[src/design/rdbl_pkg.sv]
// shared types and constants for the risc-v decoder with branch labels
// no dependencies
`default_nettype none
package rdbl_pkg;
    localparam logic [6:0] OP_R      = 7'b0110011;
    localparam logic [6:0] OP_I      = 7'b0010011;
    localparam logic [6:0] OP_LOAD   = 7'b0000011;
    localparam logic [6:0] OP_STORE  = 7'b0100011;
    localparam logic [6:0] OP_BRANCH = 7'b1100011;
    localparam logic [6:0] OP_JAL    = 7'b1101111;
    localparam logic [6:0] OP_JALR   = 7'b1100111;
    localparam logic [6:0] OP_LUI    = 7'b0110111;
    localparam logic [6:0] OP_AUIPC  = 7'b0010111;
    localparam logic [6:0] F7_ALT    = 7'b0100000;
    localparam logic [5:0] TOP6_ALT  = 6'b010000;
    localparam logic [5:0] TOP6_ZERO = 6'b000000;

    localparam logic [5:0] CODE_SUB       = 6'd1;
    localparam logic [5:0] CODE_SRA       = 6'd7;
    localparam logic [5:0] CODE_ADDI      = 6'd10;
    localparam logic [5:0] CODE_SLTI      = 6'd11;
    localparam logic [5:0] CODE_SLTIU     = 6'd12;
    localparam logic [5:0] CODE_XORI      = 6'd13;
    localparam logic [5:0] CODE_ORI       = 6'd14;
    localparam logic [5:0] CODE_ANDI      = 6'd15;
    localparam logic [5:0] CODE_SLLI      = 6'd16;
    localparam logic [5:0] CODE_SRLI      = 6'd17;
    localparam logic [5:0] CODE_SRAI      = 6'd18;
    localparam logic [5:0] CODE_LB        = 6'd19;
    localparam logic [5:0] CODE_SB        = 6'd26;
    localparam logic [5:0] CODE_JAL       = 6'd36;
    localparam logic [5:0] CODE_JALR      = 6'd37;
    localparam logic [5:0] CODE_LUI       = 6'd38;
    localparam logic [5:0] CODE_AUIPC     = 6'd39;
    localparam logic [5:0] CODE_BAD_FUNCT = 6'd40;
    localparam logic [5:0] CODE_BAD_OP    = 6'd41;

    typedef enum logic [1:0] {
        ST_IDLE,
        ST_SCAN,
        ST_OUT
    } state_t;

    typedef struct packed {
        logic load;
        logic scan_step;
        logic commit;
    } ctrl_cmd_t;

    typedef struct packed {
        logic scan_done;
    } ctrl_sts_t;

    function automatic logic [5:0] r_code(input logic [2:0] f3);
        case (f3)
            3'd0: r_code = 6'd0;
            3'd1: r_code = 6'd2;
            3'd2: r_code = 6'd3;
            3'd3: r_code = 6'd4;
            3'd4: r_code = 6'd5;
            3'd5: r_code = 6'd6;
            3'd6: r_code = 6'd8;
            default: r_code = 6'd9;
        endcase
    endfunction

    function automatic logic [5:0] b_code(input logic [2:0] f3);
        case (f3)
            3'd0: b_code = 6'd30;
            3'd1: b_code = 6'd31;
            3'd4: b_code = 6'd32;
            3'd5: b_code = 6'd33;
            3'd6: b_code = 6'd34;
            3'd7: b_code = 6'd35;
            default: b_code = CODE_BAD_FUNCT;
        endcase
    endfunction
endpackage
`default_nettype wire

[src/design/riscv_decoder_with_branch_labels_unit.sv]
// top level: rv64i decoder with branch-target label table
// depends on rdbl_pkg, rdbl_ctrl, rdbl_datapath
`default_nettype none
// One instruction word in, one decoded word out, in program order; the byte
// address counts up by four from zero after reset. The label table is a
// memory read through one port, one entry per cycle, for both the branch
// target and the word's own address. A new word is taken only in the cycle
// after the previous result has been taken.
module riscv_decoder_with_branch_labels_unit
    import rdbl_pkg::*;
#(
    parameter int LABEL_SLOTS = 64
) (
    input  wire logic        aclk,
    input  wire logic        aresetn,
    input  wire logic        s_tvalid,
    output logic             s_tready,
    input  wire logic [31:0] s_tdata,   // instruction_word
    output logic             m_tvalid,
    input  wire logic        m_tready,
    // mnemonic_code[5:0], dest_reg[10:6], src1_reg[15:11], src2_reg[20:16],
    // immediate[41:21], branch_target[73:42], target_label[79:74],
    // target_label_valid[80], table_full[81], here_labelled[82],
    // here_label[88:83], zero fill to 95
    output logic [95:0]      m_tdata
);
    ctrl_cmd_t cmd;
    ctrl_sts_t sts;
    logic [5:0]  code, tl, hl;
    logic [4:0]  rd, rs1, rs2;
    logic [20:0] imm;
    logic [31:0] tgt;
    logic        tv, tf, hv;

    rdbl_ctrl u_ctrl (
        .aclk(aclk), .aresetn(aresetn),
        .in_valid(s_tvalid), .in_ready(s_tready),
        .out_valid(m_tvalid), .out_ready(m_tready),
        .cmd(cmd), .sts(sts)
    );

    rdbl_datapath #(.LABEL_SLOTS(LABEL_SLOTS)) u_dp (
        .aclk(aclk), .aresetn(aresetn), .cmd(cmd), .sts(sts),
        .word_in(s_tdata),
        .mnemonic_code(code), .dest_reg(rd), .src1_reg(rs1), .src2_reg(rs2),
        .immediate(imm), .branch_target(tgt), .target_label(tl),
        .target_label_valid(tv), .table_full(tf),
        .here_labelled(hv), .here_label(hl)
    );

    assign m_tdata = {7'd0, hl, hv, tf, tv, tl, tgt, imm, rs2, rs1, rd, code};
endmodule
`default_nettype wire

[src/design/rdbl_ctrl.sv]
// controller for the decoder: sequences load, label scan and output
// depends on rdbl_pkg
`default_nettype none
module rdbl_ctrl
    import rdbl_pkg::*;
(
    input  wire logic aclk,
    input  wire logic aresetn,
    input  wire logic in_valid,
    output logic      in_ready,
    output logic      out_valid,
    input  wire logic out_ready,
    output ctrl_cmd_t cmd,
    input  ctrl_sts_t sts
);
    state_t state_reg, state_next;

    always_ff @(posedge aclk) begin
        if (!aresetn) begin
            state_reg <= ST_IDLE;
        end else begin
            state_reg <= state_next;
        end
    end

    always_comb begin
        state_next    = state_reg;
        cmd           = '0;
        in_ready      = 1'b0;
        out_valid     = 1'b0;
        case (state_reg)
            ST_IDLE: begin
                in_ready = 1'b1;
                if (in_valid) begin
                    cmd.load   = 1'b1;
                    state_next = ST_SCAN;
                end
            end
            ST_SCAN: begin
                cmd.scan_step = 1'b1;
                if (sts.scan_done) begin
                    cmd.commit = 1'b1;
                    state_next = ST_OUT;
                end
            end
            ST_OUT: begin
                out_valid = 1'b1;
                if (out_ready) begin
                    state_next = ST_IDLE;
                end
            end
            default: state_next = ST_IDLE;
        endcase
    end
endmodule
`default_nettype wire

[src/design/rdbl_datapath.sv]
// decode logic, address counter and label table with one-entry-per-cycle scan
// depends on rdbl_pkg
`default_nettype none
module rdbl_datapath
    import rdbl_pkg::*;
#(
    parameter int LABEL_SLOTS = 64
) (
    input  wire logic        aclk,
    input  wire logic        aresetn,
    input  ctrl_cmd_t        cmd,
    output ctrl_sts_t        sts,
    input  wire logic [31:0] word_in,
    output logic [5:0]       mnemonic_code,
    output logic [4:0]       dest_reg,
    output logic [4:0]       src1_reg,
    output logic [4:0]       src2_reg,
    output logic [20:0]      immediate,
    output logic [31:0]      branch_target,
    output logic [5:0]       target_label,
    output logic             target_label_valid,
    output logic             table_full,
    output logic             here_labelled,
    output logic [5:0]       here_label
);
    localparam int IW = (LABEL_SLOTS > 1) ? $clog2(LABEL_SLOTS) : 1;
    localparam int CW = $clog2(LABEL_SLOTS + 1);

    logic [31:0] mem [LABEL_SLOTS];
    logic [31:0] word_reg, addr_reg, rd_data_reg;
    logic [CW-1:0] count_reg, scan_reg;
    logic          rd_ok_reg;
    logic          t_hit_reg, h_hit_reg;
    logic [CW-1:0] t_idx_reg, h_idx_reg;

    logic [31:0] w;
    logic [6:0]  op;
    logic [2:0]  f3;
    logic [6:0]  f7;
    logic [5:0]  top6;
    logic [5:0]  code;
    logic [4:0]  o_rd, o_rs1, o_rs2;
    logic [20:0] imm;
    logic        is_jump;
    logic [31:0] target;

    assign w    = word_reg;
    assign op   = w[6:0];
    assign f3   = w[14:12];
    assign f7   = w[31:25];
    assign top6 = w[31:26];

    always_comb begin
        code = CODE_BAD_OP;
        o_rd = '0;
        o_rs1 = '0;
        o_rs2 = '0;
        imm = '0;
        is_jump = 1'b0;
        case (op)
            OP_R: begin
                o_rd = w[11:7]; o_rs1 = w[19:15]; o_rs2 = w[24:20];
                if (f3 == 3'd0 && f7 == F7_ALT) code = CODE_SUB;
                else if (f3 == 3'd5 && f7 == F7_ALT) code = CODE_SRA;
                else if (f7 != 7'd0) code = CODE_BAD_FUNCT;
                else code = r_code(f3);
            end
            OP_I: begin
                o_rd = w[11:7]; o_rs1 = w[19:15];
                imm = {{9{w[31]}}, w[31:20]};
                case (f3)
                    3'd0: code = CODE_ADDI;
                    3'd2: code = CODE_SLTI;
                    3'd3: code = CODE_SLTIU;
                    3'd4: code = CODE_XORI;
                    3'd6: code = CODE_ORI;
                    3'd7: code = CODE_ANDI;
                    3'd1: code = (top6 == TOP6_ZERO) ? CODE_SLLI : CODE_BAD_FUNCT;
                    default: begin
                        if (top6 == TOP6_ZERO) code = CODE_SRLI;
                        else if (top6 == TOP6_ALT) code = CODE_SRAI;
                        else code = CODE_BAD_FUNCT;
                        imm = {15'd0, w[25:20]};
                    end
                endcase
            end
            OP_LOAD: begin
                o_rd = w[11:7]; o_rs1 = w[19:15];
                imm = {{9{w[31]}}, w[31:20]};
                code = (f3 != 3'd7) ? CODE_LB + {3'd0, f3} : CODE_BAD_FUNCT;
            end
            OP_STORE: begin
                o_rs1 = w[19:15]; o_rs2 = w[24:20];
                imm = {{9{w[31]}}, w[31:25], w[11:7]};
                code = (f3[2] == 1'b0) ? CODE_SB + {4'd0, f3[1:0]} : CODE_BAD_FUNCT;
            end
            OP_BRANCH: begin
                o_rs1 = w[19:15]; o_rs2 = w[24:20];
                imm = {{8{w[31]}}, w[31], w[7], w[30:25], w[11:8], 1'b0};
                code = b_code(f3);
                is_jump = 1'b1;
            end
            OP_JAL: begin
                o_rd = w[11:7];
                imm = {w[31], w[19:12], w[20], w[30:21], 1'b0};
                code = CODE_JAL;
                is_jump = 1'b1;
            end
            OP_JALR: begin
                o_rd = w[11:7]; o_rs1 = w[19:15];
                imm = {{9{w[31]}}, w[31:20]};
                code = (f3 == 3'd0) ? CODE_JALR : CODE_BAD_FUNCT;
            end
            OP_LUI: begin
                o_rd = w[11:7]; imm = {1'b0, w[31:12]}; code = CODE_LUI;
            end
            OP_AUIPC: begin
                o_rd = w[11:7]; imm = {1'b0, w[31:12]}; code = CODE_AUIPC;
            end
            default: code = CODE_BAD_OP;
        endcase
    end

    assign target = addr_reg + {{11{imm[20]}}, imm};

    // memory read pipelined: rd_data_reg holds entry scan_reg-1
    logic [CW-1:0] chk_idx;
    logic          last_read;
    assign chk_idx   = scan_reg - CW'(1);
    assign last_read = (scan_reg >= count_reg);
    assign sts.scan_done = last_read && !rd_ok_reg;

    always_ff @(posedge aclk) begin
        if (cmd.load) begin
            word_reg <= word_in;
        end
        rd_data_reg <= mem[scan_reg[IW-1:0]];
    end

    always_ff @(posedge aclk) begin
        if (!aresetn) begin
            scan_reg  <= '0;
            rd_ok_reg <= 1'b0;
            t_hit_reg <= 1'b0;
            h_hit_reg <= 1'b0;
            t_idx_reg <= '0;
            h_idx_reg <= '0;
        end else if (cmd.load) begin
            scan_reg  <= '0;
            rd_ok_reg <= 1'b0;
            t_hit_reg <= 1'b0;
            h_hit_reg <= 1'b0;
        end else if (cmd.scan_step) begin
            rd_ok_reg <= !last_read;
            if (!last_read) begin
                scan_reg <= scan_reg + CW'(1);
            end
            if (rd_ok_reg) begin
                if (!t_hit_reg && rd_data_reg == target) begin
                    t_hit_reg <= 1'b1;
                    t_idx_reg <= chk_idx;
                end
                if (!h_hit_reg && rd_data_reg == addr_reg) begin
                    h_hit_reg <= 1'b1;
                    h_idx_reg <= chk_idx;
                end
            end
        end
    end

    // output registers and table update at commit
    logic          new_label;
    assign new_label = is_jump && !t_hit_reg && (count_reg < CW'(LABEL_SLOTS));

    always_ff @(posedge aclk) begin
        if (!aresetn) begin
            addr_reg  <= '0;
            count_reg <= '0;
        end else if (cmd.commit) begin
            addr_reg <= addr_reg + 32'd4;
            if (new_label) count_reg <= count_reg + CW'(1);
        end
    end

    always_ff @(posedge aclk) begin
        if (cmd.commit && new_label) begin
            mem[count_reg[IW-1:0]] <= target;
        end
    end

    always_ff @(posedge aclk) begin
        if (!aresetn) begin
            mnemonic_code      <= '0;
            dest_reg           <= '0;
            src1_reg           <= '0;
            src2_reg           <= '0;
            immediate          <= '0;
            branch_target      <= '0;
            target_label       <= '0;
            target_label_valid <= 1'b0;
            table_full         <= 1'b0;
            here_labelled      <= 1'b0;
            here_label         <= '0;
        end else if (cmd.commit) begin
            mnemonic_code <= code;
            if (code >= CODE_BAD_FUNCT) begin
                dest_reg <= '0; src1_reg <= '0; src2_reg <= '0; immediate <= '0;
            end else begin
                dest_reg <= o_rd; src1_reg <= o_rs1; src2_reg <= o_rs2; immediate <= imm;
            end
            branch_target      <= is_jump ? target : 32'd0;
            target_label_valid <= is_jump && (t_hit_reg || new_label);
            table_full         <= is_jump && !t_hit_reg && !new_label;
            if (is_jump && t_hit_reg) target_label <= t_idx_reg[5:0];
            else if (new_label) target_label <= count_reg[5:0];
            else target_label <= '0;
            // own address may have just been labelled by this item
            if (h_hit_reg) begin
                here_labelled <= 1'b1;
                here_label    <= h_idx_reg[5:0];
            end else if (new_label && target == addr_reg) begin
                here_labelled <= 1'b1;
                here_label    <= count_reg[5:0];
            end else begin
                here_labelled <= 1'b0;
                here_label    <= '0;
            end
        end
    end
endmodule
`default_nettype wire

[config.mk]
export PLATFORM = sky130hd
export DESIGN_NAME = riscv_decoder_with_branch_labels_unit
export DESIGN_NICKNAME = d
export VERILOG_FILES = /design/src/design/rdbl_pkg.sv /design/src/design/riscv_decoder_with_branch_labels_unit.sv /design/src/design/rdbl_ctrl.sv /design/src/design/rdbl_datapath.sv
export SDC_FILE = /design/constraint.sdc
export NUM_CORES = 2
export LEC_CHECK = 0
export ABC_CLOCK_PERIOD_IN_PS = 8200
export BUFFER_PORTS_ARGS = -buffer_cell sky130_fd_sc_hd__buf_2
export CAP_MARGIN = 5
export CORE_AREA = 2 2 510 512
export CTS_BUF_LIST = sky130_fd_sc_hd__clkbuf_8
export CTS_CLUSTER_SIZE = 8
export DETAILED_ROUTE_END_ITERATION = 8
export DIE_AREA = 0 0 512 514
export GPL_ROUTABILITY_DRIVEN = 0
export PLACE_DENSITY_LB_ADDON = 0.1
export SYNTH_ARGS = -nofsm -noshare
export SYNTH_HDL_FRONTEND = slang
export SYNTH_SLANG_ARGS = --single-unit
[constraint.sdc]
create_clock -name aclk -period 8.2 [get_ports aclk]
set_clock_uncertainty 0.1 [all_clocks]
set_input_delay 0.41 -clock aclk [delete_from_list [all_inputs] [get_ports aclk]]
set_output_delay 0.41 -clock aclk [all_outputs]
set_load 0.02 [all_outputs]
# ---- After elaboration in Yosys (flattened, before gate mapping)
# Memories as Yosys holds them, arrays and structs flattened. A register that Yosys moved wholly into a read port is not among the register bits.
# Cells that the tools add are included.
dict set report classes {
  n_addsub 7
  order_cmp 3
  eq_ne 27
  muxes 42
  n_bitwise 3
  n_reduce_logical 37
}
# op n
set op_table {}
lappend op_table {{$pmux W21 S6} 1}
lappend op_table {{$eq A32 B32 Y1} 3}
lappend op_table {{$mux W6} 12}
lappend op_table {{$pmux W6 S9} 1}
lappend op_table {{$mux W21} 2}
lappend op_table {{$pmux W6 S7} 1}
lappend op_table {{$pmux W6 S6} 1}
lappend op_table {{$add A32 B3 Y32 const B} 1}
lappend op_table {{$add A32 B32 Y32} 1}
lappend op_table {{$mux W32} 1}
lappend op_table {{$mux W5} 6}
lappend op_table {{$eq A7 B6 Y1 const B} 4}
lappend op_table {{$pmux W4 S7} 1}
lappend op_table {{$eq A7 B7 Y1 const B} 3}
lappend op_table {{$add A7 B1 Y7 const B} 2}
lappend op_table {{$eq A7 B5 Y1 const B} 2}
lappend op_table {{$reduce_or A7 Y1} 2}
lappend op_table {{$eq A3 B3 Y1 const B} 4}
lappend op_table {{$logic_and A1 B1 Y1} 12}
lappend op_table {{$mux W1} 10}
lappend op_table {{$reduce_and A3 Y1} 3}
lappend op_table {{$mux W2} 4}
lappend op_table {{$reduce_and A4 Y1} 2}
lappend op_table {{$reduce_or A2 Y1} 4}
lappend op_table {{26 further kinds} 36}
dict set report word_totals {
  regBits 184
  ramBits 2048
  in_bits 36
  elab_cells 141
  mem_count 1
}
# name depth width rd rd_ports_with_merged_regs write_ports line
set memory_table {}
lappend memory_table {u_dp.mem 64 32 1 1 1 rdbl_datapath.sv:29} ;# logic [31:0] mem [LABEL_SLOTS];

# ---- Longest topological paths before layout
dict set report depth {
  ltp_word 9
  mapped_depth 23
  depth_no_buf 18
}

# ---- Hierarchy
# Synthesis repeated with hierarchy kept, for this count alone.
dict set report unflattened {
  hier_cells 4391
  hier_area_um2 90209.0
}
# mod instances cells_per_inst area_each_um2 seq_area_each_um2
set modules_own_cells {}
lappend modules_own_cells {rdbl_datapath 1 4367 90018.8 66063.4}
lappend modules_own_cells {rdbl_ctrl 1 13 111.4 40.0}
lappend modules_own_cells {riscv_decoder_with_branch_labels_unit 1 11 78.8 0.0}

# ---- Worst setup path before layout
# No wires, ideal clock.
dict set report synth_timing {
  kind {register to register}
  from {register u_dp.word_reg[14], in the netlist u_dp.w[14]}
  to {register u_dp.t_idx_reg[0]}
  setup_time_ps 70
  arrival_time_ps 7220
  path_slack_ps 809
  stages_incl_launch_ff 21
  path_buffers 4
  period_less_slack_ps 7391
  path_cell_list {edfxtp_1 -> clkbuf_1 -> inv_1 -> ha_1 -> o41ai_1 -> a221oi_1 -> or2_2 -> clkbuf_1 -> a22o_1 -> ha_1 -> buf_1 -> a21o_1 -> o211a_1 -> a211oi_1 -> xor2_1 -> a31oi_1 -> and4b_1 -> and4_1 -> clkbuf_1 -> nand4_1 -> a21oi_1}
}
dict set report synth_via {
  elab_chain_len 8
  elab_cells_between_ends 14
}
# element line
set synth_lines {}
lappend synth_lines {{from (decl)} rdbl_datapath.sv:30} ;# logic [31:0] word_reg, addr_reg, rd_data_reg;
lappend synth_lines {{from (signal assigned)} rdbl_datapath.sv:135} ;# word_reg <= word_in;
lappend synth_lines {{$eq A3 B2 Y1 (tied with other cells)} rdbl_datapath.sv:71} ;# case (f3)
lappend synth_lines {{$reduce_or A7 Y1 (no line)} n/a}
lappend synth_lines {{$mux W21} rdbl_datapath.sv:71}
lappend synth_lines {{$pmux W21 S6 *} rdbl_datapath.sv:60} ;# case (op)
lappend synth_lines {{$add A32 B32 Y32 *} rdbl_datapath.sv:124} ;# assign target = addr_reg + {{11{imm[20]}}, imm};
lappend synth_lines {{via u_dp.target[13]} rdbl_datapath.sv:45} ;# logic [31:0] target;
lappend synth_lines {{$eq A32 B32 Y1 *} rdbl_datapath.sv:159} ;# if (!t_hit_reg && rd_data_reg == target) begin
lappend synth_lines {{$logic_and A1 B1 Y1 *} rdbl_datapath.sv:159}
lappend synth_lines {{$reduce_and A4 Y1 (no line) *} n/a}
lappend synth_lines {{to (signal assigned)} rdbl_datapath.sv:161} ;# t_idx_reg <= chk_idx;
lappend synth_lines {{to (decl)} rdbl_datapath.sv:34} ;# logic [CW-1:0] t_idx_reg, h_idx_reg;
# The timed path passes the listed nets; every way through them passes the cells marked *.
# A chain may end at the register's enable or synchronous reset.

# ---- Worst setup path after layout
dict set report layout_timing {
  from {register u_dp.word_reg[14], in the netlist u_dp.w[14]}
  to {register u_dp.t_idx_reg[4]}
}
# Same word-level chain as after synthesis.

==> impl_metrics.yaml <==
outcome:
  outcome: "complete, no violations"
routing:
  drt_iter0_markers: 4746
  totalWireLength_um: 263500
  postRouteAntennaNets: 0
  via_per_inst: 5.387
  num_vias: 46100
  wire_per_inst_um: 30.80
  drc_errors: 0
  drt-pass1-iter-count: 6
power:
  leakage_uw: 0.03282
  powerDensity_nw_per_um2: 216.1
  vdd_drop_max_mv: 0.1751
logic_synthesis:
  synth.area.mux_share: 0.1691
  syn_inst: 4371
  seq_area_frac_synth: 0.7360
  synthXorXnorAreaFrac: 0.01694
  synth_edf_count: 2080
  synth_seq_cells: 2262
  synth-main-ff-cell: "edfxtp_1"
  synth.distinct_cells: 90
  synth-simple-area-share: 0.03073
  synth_fa_ha_area_frac: 0.006770
  synth_compound_area_frac: 0.02726
  synth_top_family_by_area: "multiplexers"
  syn_area_sq_um: 89810
  ys_warn_count: 0
  ys_async_sr_fraction: 0
  syn_area_per_cell_sq_um: 20.55
worst_setup_path:
  crit_slowest_cell: "nor4b_1"
  end_kind: "register"
  crit_fanout: 66
  r2r-start: "u_dp.w[14]"
  cp.arrival_ns: 7.97
  max_stage_delay_ns: 0.68
  path_class: "reg2reg"
  worstPathRequired_ns: 8.98
  cp_cell_sequence: "buf_4, inv_1, ha_1, o41ai_1, a221oi_1, or2_2, a22o_1, ha_1, o211ai_1, o21ai_1, a211oi_2, o31ai_1, xor2_4, buf_4, xor2_1, nor4b_1, nand4_1, o31ai_1, a21oi_1"
  startpoint: "u_dp.w[14]"
  cp-start-kind: "register"
floorplanning:
  rows: 187
  ios: 134
  die-height_um: 514
  die_w_um: 512
  die-area_sq_um: 263200
  start_util: 0.3480
  core_sq_um: 258100
cts:
  cts_made_buffers: 407
  numClockSinks: 2262
  cts.htree.levels: 5
  clockRootBuffer: "clkbuf_8"
  cts_tree: "built"
  clk_latency_ns: 1.08
  post_cts_buffers: 0
  path_clk_slew_ns: 0.06
  cts_buffer_depth: 4
hold_path:
  min_path_type: "in2reg"
  min_from: "m_tready"
cells_and_area:
  utilization: 0.4003
  drive_gt1_frac: 0.2976
  final_cell_mix: "edfxtp_1 (2080), mux4_2 (672), clkbuf_8 (422), nor2_1 (199), inv_1 (180)"
  design_area_sq_um: 103300
  finalNonFillerCells: 8557
  fin_nets: 4929
  final_common_cell: "edfxtp_1"
  largest_reg_flops: 2048
  areaGrowthSynthToFinish_pct: 15.01
sta:
  rsz0062_at_grt: "no"
  tns_ns: 0
  finalHoldViolCount: 0
  post-route-period-util: 0.8765
  relSlewSlack: 0.1440
  setup-violations-final: 0
  tightestPinTransition_ns: 1.278
  layout_min_cycle_time_ns: 7.187
  fmax_mhz: 139.1
  drv_slew: 0
global_route:
  track_usage: 0.1988
  grt_pass1_vias: 47000
  grt_busiest_layer: "met2"
  met1_usage: 0.2905
  grt_max_degree: 91
  antenna_found_initial: 28
  grt.overflow.total: 0
  gr-usage-met2: 0.3096
  grt_pass1_wl_um: 371100
  met3_usage: 0.03458
place:
  port_buffers: 126
  placed_cell_area_sq_um: 95540
  dp.cells: 7771
  dp_hpwl_um: 158800
run:
  drv_cap: 0
[synthesized netlist by cell type, drive strengths merged, types with 11 or more instances]
cell | n | area share
a211oi | 11 | 0.0010
a21o | 16 | 0.0013
a21oi | 63 | 0.0038
a22oi | 60 | 0.0050
a32oi | 17 | 0.0017
and2 | 16 | 0.0011
and3 | 18 | 0.0013
and4 | 11 | 0.0011
buf | 96 | 0.0046
clkbuf | 173 | 0.0072
dfxtp | 182 | 0.041
edfxtp | 2080 | 0.70
ha | 47 | 0.0065
inv | 31 | 0.0013
mux4 | 672 | 0.17
nand2 | 109 | 0.0046
nand2b | 11 | 0.00077
nand3 | 31 | 0.0017
nand4 | 36 | 0.0026
nor2 | 260 | 0.011
nor3 | 35 | 0.0020
nor4 | 13 | 0.00091
o21ai | 44 | 0.0025
o31ai | 11 | 0.0011
xnor2 | 85 | 0.0084
xor2 | 67 | 0.0065
[where the power goes]
| part | switching [uW] | internal (uW) |
|---|---|---|
| combinational | 290 | 93.3 |
| sequential | 31.2 | 12600 |
| clock | 4540 | 4820 |
[layout make-up]
| cell class | instances | area, sq um |
|---|---|---|
| fill | 23100 | 154800 |
| tap | 3402 | 4257 |
| antenna | 14 | 35.03 |
| clock buffer | 422 | 5808 |
| timing repair buffer | 328 | 2340 |
| inverter | 32 | 122.6 |
| clock inverter | 283 | 1246 |
| multi-input combinational | 1814 | 23360 |
| sequential | 2262 | 66120 |
[per-layer routing]
layer	part of all wire	routed length (um)	up-vias
met3	0.055	14510	387
met2	0.46	122400	1552
met4	0.021	5518	2
met5	0.000027	7	-
li1	-	-	19200
met1	0.46	121100	24960
[metrics by stage]
| step | setup WS (ns) | power [uW] | hold slack, ns |
|---|---|---|---|
| after CTS | 1.060 | 22640 | 0.02956 |
| after global placement | 1.034 | 13170 | 0.3533 |
| final | 1.013 | 22320 | 0.1418 |
| after detailed placement | 1.100 | 13180 | 0.3543 |
| after floorplan | 0.8093 | 13000 | 0.3322 |
| after global routing | 0.5951 | 23150 | 0.07573 |
[worst max-delay path: cells and delay by family, from the launching register on]
family / cells / cell delay, ns
DFF: 1 / 0.32
and+or+nand+nor: 3 / 1.40
adders and majority gates: 2 / 0.78
xor gates and xnor gates: 2 / 0.42
AOI/OAI and AO/OA: 9 / 2.86
buffers and inverters: 3 / 1.11
[worst paths after layout]
path	end	slack (ns)	cells after the start
max	u_dp.t_idx_reg[4]	1.01	19
min	u_ctrl.state_reg[1]	0.14	4
max reg2reg	u_dp.t_idx_reg[4]	1.01	19
min reg2reg	u_dp.table_full	0.36	2
[cell families after synthesis]
logic type / count (synthesis)
adders and majority gates: 48
DFF: 2262
buffers and inverters: 301
and+or+nand+nor: 588
muxes: 677
xor gates and xnor gates: 160
other: 1
AOI/OAI and AO/OA: 334
[what timing repair did]
action	in CTS	in global routing
hold endpoints to repair	75	0
gates resized for setup	0	0
hold buffers	67	0
setup endpoints to repair	0	0
(Power assumes the default switching activity.)
